[src/hw/rtl/hdrf_pkg.sv]
`default_nettype none

package hdrf_pkg;

    // Row geometry
    localparam int ROW_BYTES   = 16;
    localparam int ROW_IDX_W   = (ROW_BYTES > 1) ? $clog2(ROW_BYTES) : 1;
    localparam int ROW_CNT_W   = $clog2(ROW_BYTES + 1);

    // Offset column
    localparam int OFS_W       = 32;
    localparam int NIB_W       = 4;
    localparam int OFS_DIGITS  = OFS_W / NIB_W;
    localparam int STEP_W      = $clog2(OFS_DIGITS);

    // Output packing
    localparam int GROUP_CHARS = 4;
    localparam int FILL_W      = $clog2(GROUP_CHARS);
    localparam int COUNT_W     = 3;

    typedef logic [6:0] t_char;

    // Character codes
    localparam t_char CH_SPACE = 7'h20;
    localparam t_char CH_BAR   = 7'h7c;
    localparam t_char CH_DOT   = 7'h2e;
    localparam t_char CH_CR    = 7'h0d;
    localparam t_char CH_LF    = 7'h0a;
    localparam t_char CH_ZERO  = 7'h30;
    localparam t_char CH_ALPHA = 7'h57;   // 'a' - 10
    localparam logic [7:0] PRINT_LO = 8'h20;
    localparam logic [7:0] PRINT_HI = 8'h7e;

    // One character per cycle from the sequencer to the packer, unless the packer stalls
    typedef struct packed {
        logic  vld;
        logic  last;
        t_char ch;
    } t_char_bus;

    // Lowercase hex digit
    function automatic t_char hex_char(input logic [NIB_W-1:0] nib);
        return (nib < 4'd10) ? (CH_ZERO + {3'b000, nib}) : (CH_ALPHA + {3'b000, nib});
    endfunction

    // Printable bytes as is, everything else as a dot
    function automatic t_char ascii_char(input logic [7:0] b);
        return (b >= PRINT_LO && b <= PRINT_HI) ? b[6:0] : CH_DOT;
    endfunction

endpackage

`default_nettype wire

[src/hw/rtl/hdrf_if.sv]
`default_nettype none

// Byte input channel
interface hdrf_in_if;
    logic       valid;
    logic       ready;
    logic [7:0] data_byte;
    logic       end_of_buffer;

    modport source (output valid, output data_byte, output end_of_buffer, input ready);
    modport sink   (input valid, input data_byte, input end_of_buffer, output ready);
endinterface

// Character group output channel
interface hdrf_out_if;
    import hdrf_pkg::*;

    logic               valid;
    logic               ready;
    t_char              char_a;
    t_char              char_b;
    t_char              char_c;
    t_char              char_d;
    logic [COUNT_W-1:0] char_count;
    logic               last_group;

    modport source (output valid, output char_a, output char_b, output char_c,
                    output char_d, output char_count, output last_group, input ready);
    modport sink   (input valid, input char_a, input char_b, input char_c,
                    input char_d, input char_count, input last_group, output ready);
endinterface

`default_nettype wire

[src/hw/rtl/hdrf_packer.sv]
`default_nettype none

module hdrf_packer (
    input  wire logic              i_clk,
    input  wire logic              i_rst_n,
    input  wire hdrf_pkg::t_char_bus i_char,
    output logic                   o_stall,
    hdrf_out_if.source             o_out
);
    import hdrf_pkg::*;

    t_char              r_grp [GROUP_CHARS];
    logic [FILL_W-1:0]  r_fill;
    logic               r_out_vld;
    t_char              r_out_chr [GROUP_CHARS];
    logic [COUNT_W-1:0] r_out_cnt;
    logic               r_out_last;

    t_char              w_grp [GROUP_CHARS];
    logic               w_close;
    logic               w_take;

    // A group closes on its fourth character or on the row's last one
    assign w_close = i_char.vld && ((r_fill == FILL_W'(GROUP_CHARS - 1)) || i_char.last);
    assign o_stall = w_close && r_out_vld && !o_out.ready;
    assign w_take  = i_char.vld && !o_stall;

    // Held characters, then the incoming one, unused slots zero
    always_comb begin
        for (int k = 0; k < GROUP_CHARS; k++) begin
            if (FILL_W'(k) < r_fill) begin
                w_grp[k] = r_grp[k];
            end else if (FILL_W'(k) == r_fill) begin
                w_grp[k] = i_char.ch;
            end else begin
                w_grp[k] = '0;
            end
        end
    end

    // Group assembly and output register
    always_ff @(posedge i_clk) begin
        if (!i_rst_n) begin
            r_fill    <= '0;
            r_out_vld <= 1'b0;
        end else begin
            if (w_take && w_close) begin
                r_out_chr  <= w_grp;
                r_out_cnt  <= COUNT_W'(r_fill) + COUNT_W'(1);
                r_out_last <= i_char.last;
                r_out_vld  <= 1'b1;
                r_fill     <= '0;
            end else begin
                if (r_out_vld && o_out.ready) begin
                    r_out_vld <= 1'b0;
                end
                if (w_take) begin
                    r_grp[r_fill] <= i_char.ch;
                    r_fill        <= r_fill + FILL_W'(1);
                end
            end
        end
    end

    assign o_out.valid      = r_out_vld;
    assign o_out.char_a     = r_out_chr[0];
    assign o_out.char_b     = r_out_chr[1];
    assign o_out.char_c     = r_out_chr[2];
    assign o_out.char_d     = r_out_chr[3];
    assign o_out.char_count = r_out_cnt;
    assign o_out.last_group = r_out_last;

endmodule

`default_nettype wire

[src/hw/rtl/hex_dump_row_formatter_top.sv]
// Hex-dump row formatter.
// Input channel i_in takes one byte per word with an end_of_buffer flag.
// Output channel o_out gives text in words of up to four characters
// (char_a first), char_count valid ones, last_group on the row's final word.
// Each row is 78 characters: 8-digit offset, 16 hex pairs (blank padded),
// " |", ASCII column, "|" CR LF, i.e. 20 words, the last holding 2 characters.
// A byte that neither fills the row nor ends the buffer gives no output.
// A closing byte starts a sequencer that produces one character per cycle
// while the packer does not stall it, through a shared character unit
// (offset shift register, row store read port, hex/ASCII conversion).
// The next byte is accepted only after the sequencer has produced the row's
// last character: i_in.ready is high only while the sequencer is idle.
// When the receiver holds o_out.ready low, the output register holds its word
// and the sequencer halts on the character that would complete the next word.
// Synchronous active-low reset clears the offset counter, the row position,
// the sequencer and the output valid; row store contents are not cleared.
`default_nettype none

module hex_dump_row_formatter_top (
    input  wire logic  i_clk,
    input  wire logic  i_rst_n,
    hdrf_in_if.sink    i_in,
    hdrf_out_if.source o_out
);
    import hdrf_pkg::*;

    typedef enum logic [2:0] {
        S_IDLE, S_OFS, S_SP, S_HEX, S_BAR, S_ASC, S_END
    } t_state;

    // Sub-steps inside a hex field and the fixed text runs
    localparam logic [STEP_W-1:0] STEP_HI  = STEP_W'(0);
    localparam logic [STEP_W-1:0] STEP_LO  = STEP_W'(1);
    localparam logic [STEP_W-1:0] STEP_SEP = STEP_W'(2);
    localparam logic [STEP_W-1:0] STEP_OFS_LAST = STEP_W'(OFS_DIGITS - 1);
    localparam logic [STEP_W-1:0] STEP_PAIR_LAST = STEP_W'(1);
    localparam logic [STEP_W-1:0] STEP_END_LAST  = STEP_W'(2);

    t_state               r_state;
    logic [STEP_W-1:0]    r_step;
    logic [ROW_IDX_W-1:0] r_bidx;
    logic [ROW_IDX_W-1:0] r_pos;
    logic [ROW_CNT_W-1:0] r_cnt;
    logic [OFS_W-1:0]     r_offset;
    logic [OFS_W-1:0]     r_shift;
    logic [7:0]           r_store [ROW_BYTES];

    logic       w_accept;
    logic       w_closes;
    logic [7:0] w_byte;
    logic       w_have;
    logic       w_last_byte;
    logic       w_stall;
    logic       w_adv;
    t_char_bus  w_char;

    assign i_in.ready = (r_state == S_IDLE);
    assign w_accept   = i_in.valid && i_in.ready;
    assign w_closes   = i_in.end_of_buffer || (r_pos == ROW_IDX_W'(ROW_BYTES - 1));

    // Row store read port, shared by the hex and ASCII columns
    assign w_byte      = r_store[r_bidx];
    assign w_have      = ROW_CNT_W'(r_bidx) < r_cnt;
    assign w_last_byte = (r_bidx == ROW_IDX_W'(ROW_BYTES - 1));

    // Character unit
    always_comb begin
        w_char.vld  = 1'b1;
        w_char.last = 1'b0;
        w_char.ch   = CH_SPACE;
        unique case (r_state)
            S_IDLE: begin
                w_char.vld = 1'b0;
            end
            S_OFS: begin
                w_char.ch = hex_char(r_shift[OFS_W-1 -: NIB_W]);
            end
            S_SP: begin
                w_char.ch = CH_SPACE;
            end
            S_HEX: begin
                if (w_have && r_step == STEP_HI) begin
                    w_char.ch = hex_char(w_byte[7:4]);
                end else if (w_have && r_step == STEP_LO) begin
                    w_char.ch = hex_char(w_byte[3:0]);
                end
            end
            S_BAR: begin
                w_char.ch = (r_step == STEP_PAIR_LAST) ? CH_BAR : CH_SPACE;
            end
            S_ASC: begin
                if (w_have) begin
                    w_char.ch = ascii_char(w_byte);
                end
            end
            S_END: begin
                if (r_step == STEP_HI) begin
                    w_char.ch = CH_BAR;
                end else if (r_step == STEP_LO) begin
                    w_char.ch = CH_CR;
                end else begin
                    w_char.ch   = CH_LF;
                    w_char.last = 1'b1;
                end
            end
            default: begin
                w_char.vld = 1'b0;
            end
        endcase
    end

    assign w_adv = w_char.vld && !w_stall;

    // Row store writes
    always_ff @(posedge i_clk) begin
        if (w_accept) begin
            r_store[r_pos] <= i_in.data_byte;
        end
    end

    // Sequencer
    always_ff @(posedge i_clk) begin
        if (!i_rst_n) begin
            r_state  <= S_IDLE;
            r_step   <= '0;
            r_bidx   <= '0;
            r_pos    <= '0;
            r_cnt    <= '0;
            r_offset <= '0;
        end else begin
            unique case (r_state)
                S_IDLE: begin
                    if (w_accept) begin
                        r_offset <= r_offset + OFS_W'(1);
                        if (w_closes) begin
                            r_cnt   <= ROW_CNT_W'(r_pos) + ROW_CNT_W'(1);
                            r_shift <= r_offset - OFS_W'(r_pos);
                            r_pos   <= '0;
                            r_step  <= '0;
                            r_state <= S_OFS;
                        end else begin
                            r_pos <= r_pos + ROW_IDX_W'(1);
                        end
                    end
                end
                S_OFS: begin
                    if (w_adv) begin
                        r_shift <= r_shift << NIB_W;
                        if (r_step == STEP_OFS_LAST) begin
                            r_step  <= '0;
                            r_state <= S_SP;
                        end else begin
                            r_step <= r_step + STEP_W'(1);
                        end
                    end
                end
                S_SP: begin
                    if (w_adv) begin
                        if (r_step == STEP_PAIR_LAST) begin
                            r_step  <= STEP_HI;
                            r_bidx  <= '0;
                            r_state <= S_HEX;
                        end else begin
                            r_step <= r_step + STEP_W'(1);
                        end
                    end
                end
                S_HEX: begin
                    if (w_adv) begin
                        if (r_step == STEP_HI) begin
                            r_step <= STEP_LO;
                        end else if (r_step == STEP_LO && w_last_byte) begin
                            r_step  <= '0;
                            r_state <= S_BAR;
                        end else if (r_step == STEP_LO) begin
                            r_step <= STEP_SEP;
                        end else begin
                            r_step <= STEP_HI;
                            r_bidx <= r_bidx + ROW_IDX_W'(1);
                        end
                    end
                end
                S_BAR: begin
                    if (w_adv) begin
                        if (r_step == STEP_PAIR_LAST) begin
                            r_bidx  <= '0;
                            r_state <= S_ASC;
                        end else begin
                            r_step <= r_step + STEP_W'(1);
                        end
                    end
                end
                S_ASC: begin
                    if (w_adv) begin
                        if (w_last_byte) begin
                            r_step  <= '0;
                            r_state <= S_END;
                        end else begin
                            r_bidx <= r_bidx + ROW_IDX_W'(1);
                        end
                    end
                end
                S_END: begin
                    if (w_adv) begin
                        if (r_step == STEP_END_LAST) begin
                            r_step  <= '0;
                            r_state <= S_IDLE;
                        end else begin
                            r_step <= r_step + STEP_W'(1);
                        end
                    end
                end
                default: begin
                    r_state <= S_IDLE;
                end
            endcase
        end
    end

    // Packing into words and output register
    hdrf_packer u_packer (
        .i_clk   (i_clk),
        .i_rst_n (i_rst_n),
        .i_char  (w_char),
        .o_stall (w_stall),
        .o_out   (o_out)
    );

endmodule

`default_nettype wire

[src/flat_wrapper.sv]
// flat-port wrapper written by rule: the top's interface ports become plain ports
module hex_dump_row_formatter_top_flat import hdrf_pkg::*;
  (i_clk, i_rst_n, i_in_valid, i_in_data_byte, i_in_end_of_buffer, i_in_ready, o_out_valid, o_out_char_a, o_out_char_b, o_out_char_c, o_out_char_d, o_out_char_count, o_out_last_group, o_out_ready);
  hdrf_in_if i_in_i ();
  hdrf_out_if o_out_i ();
  input  wire logic i_clk;
  input  wire logic i_rst_n;
  input wire logic [$bits(i_in_i.valid)-1:0] i_in_valid;
  input wire logic [$bits(i_in_i.data_byte)-1:0] i_in_data_byte;
  input wire logic [$bits(i_in_i.end_of_buffer)-1:0] i_in_end_of_buffer;
  output wire logic [$bits(i_in_i.ready)-1:0] i_in_ready;
  output wire logic [$bits(o_out_i.valid)-1:0] o_out_valid;
  output wire logic [$bits(o_out_i.char_a)-1:0] o_out_char_a;
  output wire logic [$bits(o_out_i.char_b)-1:0] o_out_char_b;
  output wire logic [$bits(o_out_i.char_c)-1:0] o_out_char_c;
  output wire logic [$bits(o_out_i.char_d)-1:0] o_out_char_d;
  output wire logic [$bits(o_out_i.char_count)-1:0] o_out_char_count;
  output wire logic [$bits(o_out_i.last_group)-1:0] o_out_last_group;
  input wire logic [$bits(o_out_i.ready)-1:0] o_out_ready;
  assign i_in_i.valid = i_in_valid;
  assign i_in_i.data_byte = i_in_data_byte;
  assign i_in_i.end_of_buffer = i_in_end_of_buffer;
  assign i_in_ready = i_in_i.ready;
  assign o_out_valid = o_out_i.valid;
  assign o_out_char_a = o_out_i.char_a;
  assign o_out_char_b = o_out_i.char_b;
  assign o_out_char_c = o_out_i.char_c;
  assign o_out_char_d = o_out_i.char_d;
  assign o_out_char_count = o_out_i.char_count;
  assign o_out_last_group = o_out_i.last_group;
  assign o_out_i.ready = o_out_ready;
  hex_dump_row_formatter_top u_core (.i_clk(i_clk), .i_rst_n(i_rst_n), .i_in(i_in_i), .o_out(o_out_i));
endmodule
[config.mk]
export PLATFORM = sky130hd
export DESIGN_NAME = hex_dump_row_formatter_top_flat
export DESIGN_NICKNAME = d
export VERILOG_FILES = /design/src/hw/rtl/hdrf_pkg.sv /design/src/hw/rtl/hdrf_if.sv /design/src/hw/rtl/hdrf_packer.sv /design/src/hw/rtl/hex_dump_row_formatter_top.sv /design/src/flat_wrapper.sv
export SDC_FILE = /design/constraint.sdc
export NUM_CORES = 1
export LEC_CHECK = 0
export BUFFER_PORTS_ARGS = -buffer_cell sky130_fd_sc_hd__buf_2
export CAP_MARGIN = 20
export CORE_AREA = 4 4 164 166
export DETAILED_ROUTE_END_ITERATION = 10
export DIE_AREA = 0 0 168 170
export GPL_ROUTABILITY_DRIVEN = 0
export HOLD_SLACK_MARGIN = 0.02
export PLACE_DENSITY = 0.64
export SYNTH_ARGS = -nofsm -noshare
export SYNTH_HDL_FRONTEND = slang
export SYNTH_SLANG_ARGS = --single-unit
[constraint.sdc]
create_clock -name i_clk -period 9.63 [get_ports i_clk]
set_input_delay 0.963 -clock i_clk [delete_from_list [all_inputs] [get_ports i_clk]]
set_output_delay 0.963 -clock i_clk [all_outputs]
set_load 0.02 [all_outputs]
==> metrics.yaml <==
fin_nets: 1081
routed_via_density: 5.58
numCtsBuffers: 29
num_rows: 59
grt_pass1_vias: 7605
top_ports: 47
required_ns: 9.92
die_width_um: 168
critical_path.startpoint_type: "flop"
power.density_cell_area_mw_per_mm2: 220
regToRegEndpoint: "u_core.u_packer.o_out.char_a[0]"
drv.max_cap_violation_count: 0
drt_first_pass_iters: 5
antenna-diode-count: 0
path_class: "flop to flop"
drc: 0
p_clk_frac: 0.339
synth-async-reset-ratio: 0
timing_worst_slew_pin_value_ns: 1.10
timing.reg2reg.worst_path_depth: 12
synth_top_area_frac: 0.510
synth_area_mm2: 0.0125
switchingPower_uw: 856
area_of_the_die_mm2: 0.0286
nFillCells: 2122
worst_hold_path_type: "flop to flop"
synth.net_count: 1044
finalCritPeriodShare: 0.421
fin_setup_tns_ns: 0
synthTopCellsByArea: "sky130_fd_sc_hd__edfxtp_1 51%, sky130_fd_sc_hd__dfxtp_1 9.3%, sky130_fd_sc_hd__mux4_2 5.7%"
pre_cts_ws_ns: 5.54
clock-root-buffer: "sky130_fd_sc_hd__clkbuf_16"
min_period_ns: 4.06
post-route-worst-setup-slack_ns: 5.57
totalWireLength_mm: 25.1
max_clock_freq_mhz: 246
synth.avg_cell_area_um2: 12.5
initial_utilization: 0.490
ctsHtreeMaxLevel: 1
yosys_register_bits: 271
crit_arrival_ns: 4.34
worst_ir_drop_vdd_v: 0.000121
global_routing_usage_summed_across_all_routing_layers: 0.176
cts_sinks: 271
initial_antenna_violation_count: 0
yosys_warnings: 0
ys_types: 72
ys_seq_area_frac: 0.602
num_vias: 7787
number_of_flops_mapped_to_enable_cells_by_yosys: 213
grt.overflow.total: 0
grt_pass1_wl_mm: 40.8
postSynthCellCount: 1002
grt_max_degree: 59
p_seq_frac: 0.466
avgRoutedWirePerCell_um: 18.0
area_growth_pct: 11.3
buffer_ports.inserted: 46
tritoncts: "done"
share_comb_of_total_power: 0.195
grt_setup_unrepaired: "no"
finalSetupViolations: 0
p_int_uw: 2220
post-cts-setup-buffers: 0
chipHeight_um: 170
post-layout-total-power_uw: 3080
report.final.slew_viol_count: 0
postRouteAntennaNets: 0
switching_share: 0.278
worstSetupEndpointType: "flop"
synth_top_cell_by_area: "sky130_fd_sc_hd__edfxtp_1"
slew-limit-headroom: 0.263
hpwlAfterDp_mm: 16.6
core_region_area_mm2: 0.0256
path_clk_slew_ns: 0.06
outcome: "completed"
finalHoldViolations: 0
drive_gt1_frac: 0.149
cts_buffer_depth: 3
ys_dominant_reg_cell: "sky130_fd_sc_hd__edfxtp_1"
clock_skew_ns: 0.0115
detail_route.iter0.violations: 555
postCtsHoldBufs: 0
leakage_uw: 0.00476
post_cts.resized_instances: 0
setup.reg_to_reg.worst_slack_ns: 5.57
path_max_fanout: 28
end_point_of_the_critical_path: "u_core.u_packer.o_out.char_a[0]"
worst_skew_pair.late_latency_ns: 0.54
==> cells by family (layout without fill, tap and decap cells) <==
kind of cell,Yosys count,in the layout,synth area share
compound gates,163,163,0.0831
xor+xnor,57,57,0.0398
fa+ha+maj,29,29,0.0295
buf+inv,85,143,0.0319
flops,271,271,0.602
mux,52,52,0.0743
simple gates,345,345,0.139
==> registers in the layout, summed over array words and instances, names as in the netlist, named ones only <==
| name | count |
|---|---|
| u_core.r_store | 128 |
| u_core.r_offset | 32 |
| u_core.r_shift | 32 |
| u_core.u_packer.r_grp | 21 |
| u_core.u_packer.o_out.char_a | 7 |
| u_core.u_packer.o_out.char_b | 7 |
| u_core.u_packer.o_out.char_c | 7 |
| u_core.u_packer.o_out.char_d | 7 |
| u_core.r_cnt | 5 |
| u_core.r_bidx | 4 |
| u_core.r_pos | 4 |
| u_core.r_state | 3 |
| u_core.r_step | 3 |
| u_core.u_packer.o_out.char_count | 3 |
| u_core.u_packer.r_fill | 2 |
| u_core.u_packer.o_out.last_group | 1 |
| u_core.u_packer.o_out.valid | 1 |
==> power by group through the flow <==
stage	sequential [uW]	clock [uW]	combinational (uW)
2_1_floorplan	1430	0	469
3_3_place_gp	1460	0	585
3_5_place_dp	1460	0	592
4_1_cts	1440	1070	594
5_1_grt	1440	1110	677
6_report	1430	1040	599
==> cell usage after synthesis, drive strengths merged (28+ instances only) <==
cell type	n
a21oi	28
and2	35
clkbuf	35
dfxtp	58
edfxtp	213
ha	28
inv	31
mux4	32
nand2	95
nand3	31
nor2	70
o21ai	59
xnor2	44
==> metal layers <==
layer,GRT usage,routed length (um),up-vias
met3,0.0221,1210,33
met1,0.260,11700,3831
met2,0.281,11800,164
met4,0.0438,442,0
li1,-,-,3759
met5,0,0,-
==> layout make-up <==
type | instances | area (um^2) | area share
timing repair buffer | 58 | 348 | 0.0249
clock inverter | 14 | 121 | 0.00869
sequential | 271 | 7560 | 0.541
inverter | 33 | 124 | 0.00887
tap | 335 | 419 | 0.0300
multi-input combinational | 646 | 4620 | 0.331
clock buffer | 38 | 769 | 0.0551
==> how the worst min path moves through the flow <==
stage / depth (start not counted) / to / slack, ns / start
after floorplan: 2 / u_core.r_cnt[1] / 0.46 / u_core.r_cnt[1]
after global placement: 2 / u_core.r_cnt[1] / 0.47 / u_core.r_cnt[1]
after detailed placement: 2 / u_core.r_cnt[1] / 0.49 / u_core.r_cnt[1]
after CTS: 2 / u_core.r_cnt[1] / 0.50 / u_core.r_cnt[1]
after global routing: 1 / u_core.r_cnt[3] / 0.53 / u_core.r_cnt[3]
final: 2 / u_core.r_cnt[1] / 0.49 / u_core.r_cnt[1]
==> critical path, stage by stage, from the launching register on <==
cell and delay, ns:
sky130_fd_sc_hd__dfxtp_2 0.96, sky130_fd_sc_hd__mux4_2 0.59, sky130_fd_sc_hd__nand3_1 0.09, sky130_fd_sc_hd__and4_1 0.44, sky130_fd_sc_hd__inv_1 0.16, sky130_fd_sc_hd__ha_1 0.24
sky130_fd_sc_hd__nand2_1 0.06, sky130_fd_sc_hd__a211o_1 0.11, sky130_fd_sc_hd__a21boi_0 0.08, sky130_fd_sc_hd__o21a_2 0.23, sky130_fd_sc_hd__and4_4 0.21, sky130_fd_sc_hd__a211o_1 0.35
sky130_fd_sc_hd__mux2_4 0.29
==> stage by stage <==
stage	instance area [um^2]	util	hold WS, ns	std cells
after CTS	13900	0.543	0.498	1391
after global placement	13000	0.508	0.469	1338
after detailed placement	13000	0.508	0.490	1339
after global routing	14000	0.545	0.535	1395
after floorplan	12500	-	0.457	1002
final	14000	0.545	0.485	1395
==> cell usage in the layout (no fill, tap or decap), drive strengths merged, types with 4 or more instances in the layout <==
master | Yosys | final
nor4 | 4 | 4
and3 | 13 | 13
xnor2 | 44 | 44
dfxtp | 58 | 58
edfxtp | 213 | 213
buf | 17 | 58
a22o | 6 | 6
a21oi | 28 | 28
a211o | 4 | 4
a22oi | 5 | 5
a21boi | 14 | 14
xor2 | 13 | 13
nand2 | 95 | 95
or3 | 8 | 8
nor3 | 24 | 24
a31oi | 9 | 9
nor2 | 70 | 70
or4 | 6 | 6
mux2i | 14 | 14
ha | 28 | 28
nand4 | 8 | 8
o211a | 5 | 5
mux4 | 32 | 32
inv | 31 | 31
nand2b | 6 | 6
o21a | 7 | 7
clkinv | 2 | 12
nand3 | 31 | 31
o211ai | 4 | 4
nor2b | 27 | 27
o21ai | 59 | 59
mux2 | 6 | 6
and2 | 35 | 35
or2 | 4 | 4
clkbuf | 35 | 38
(Power assumes the default switching activity.)
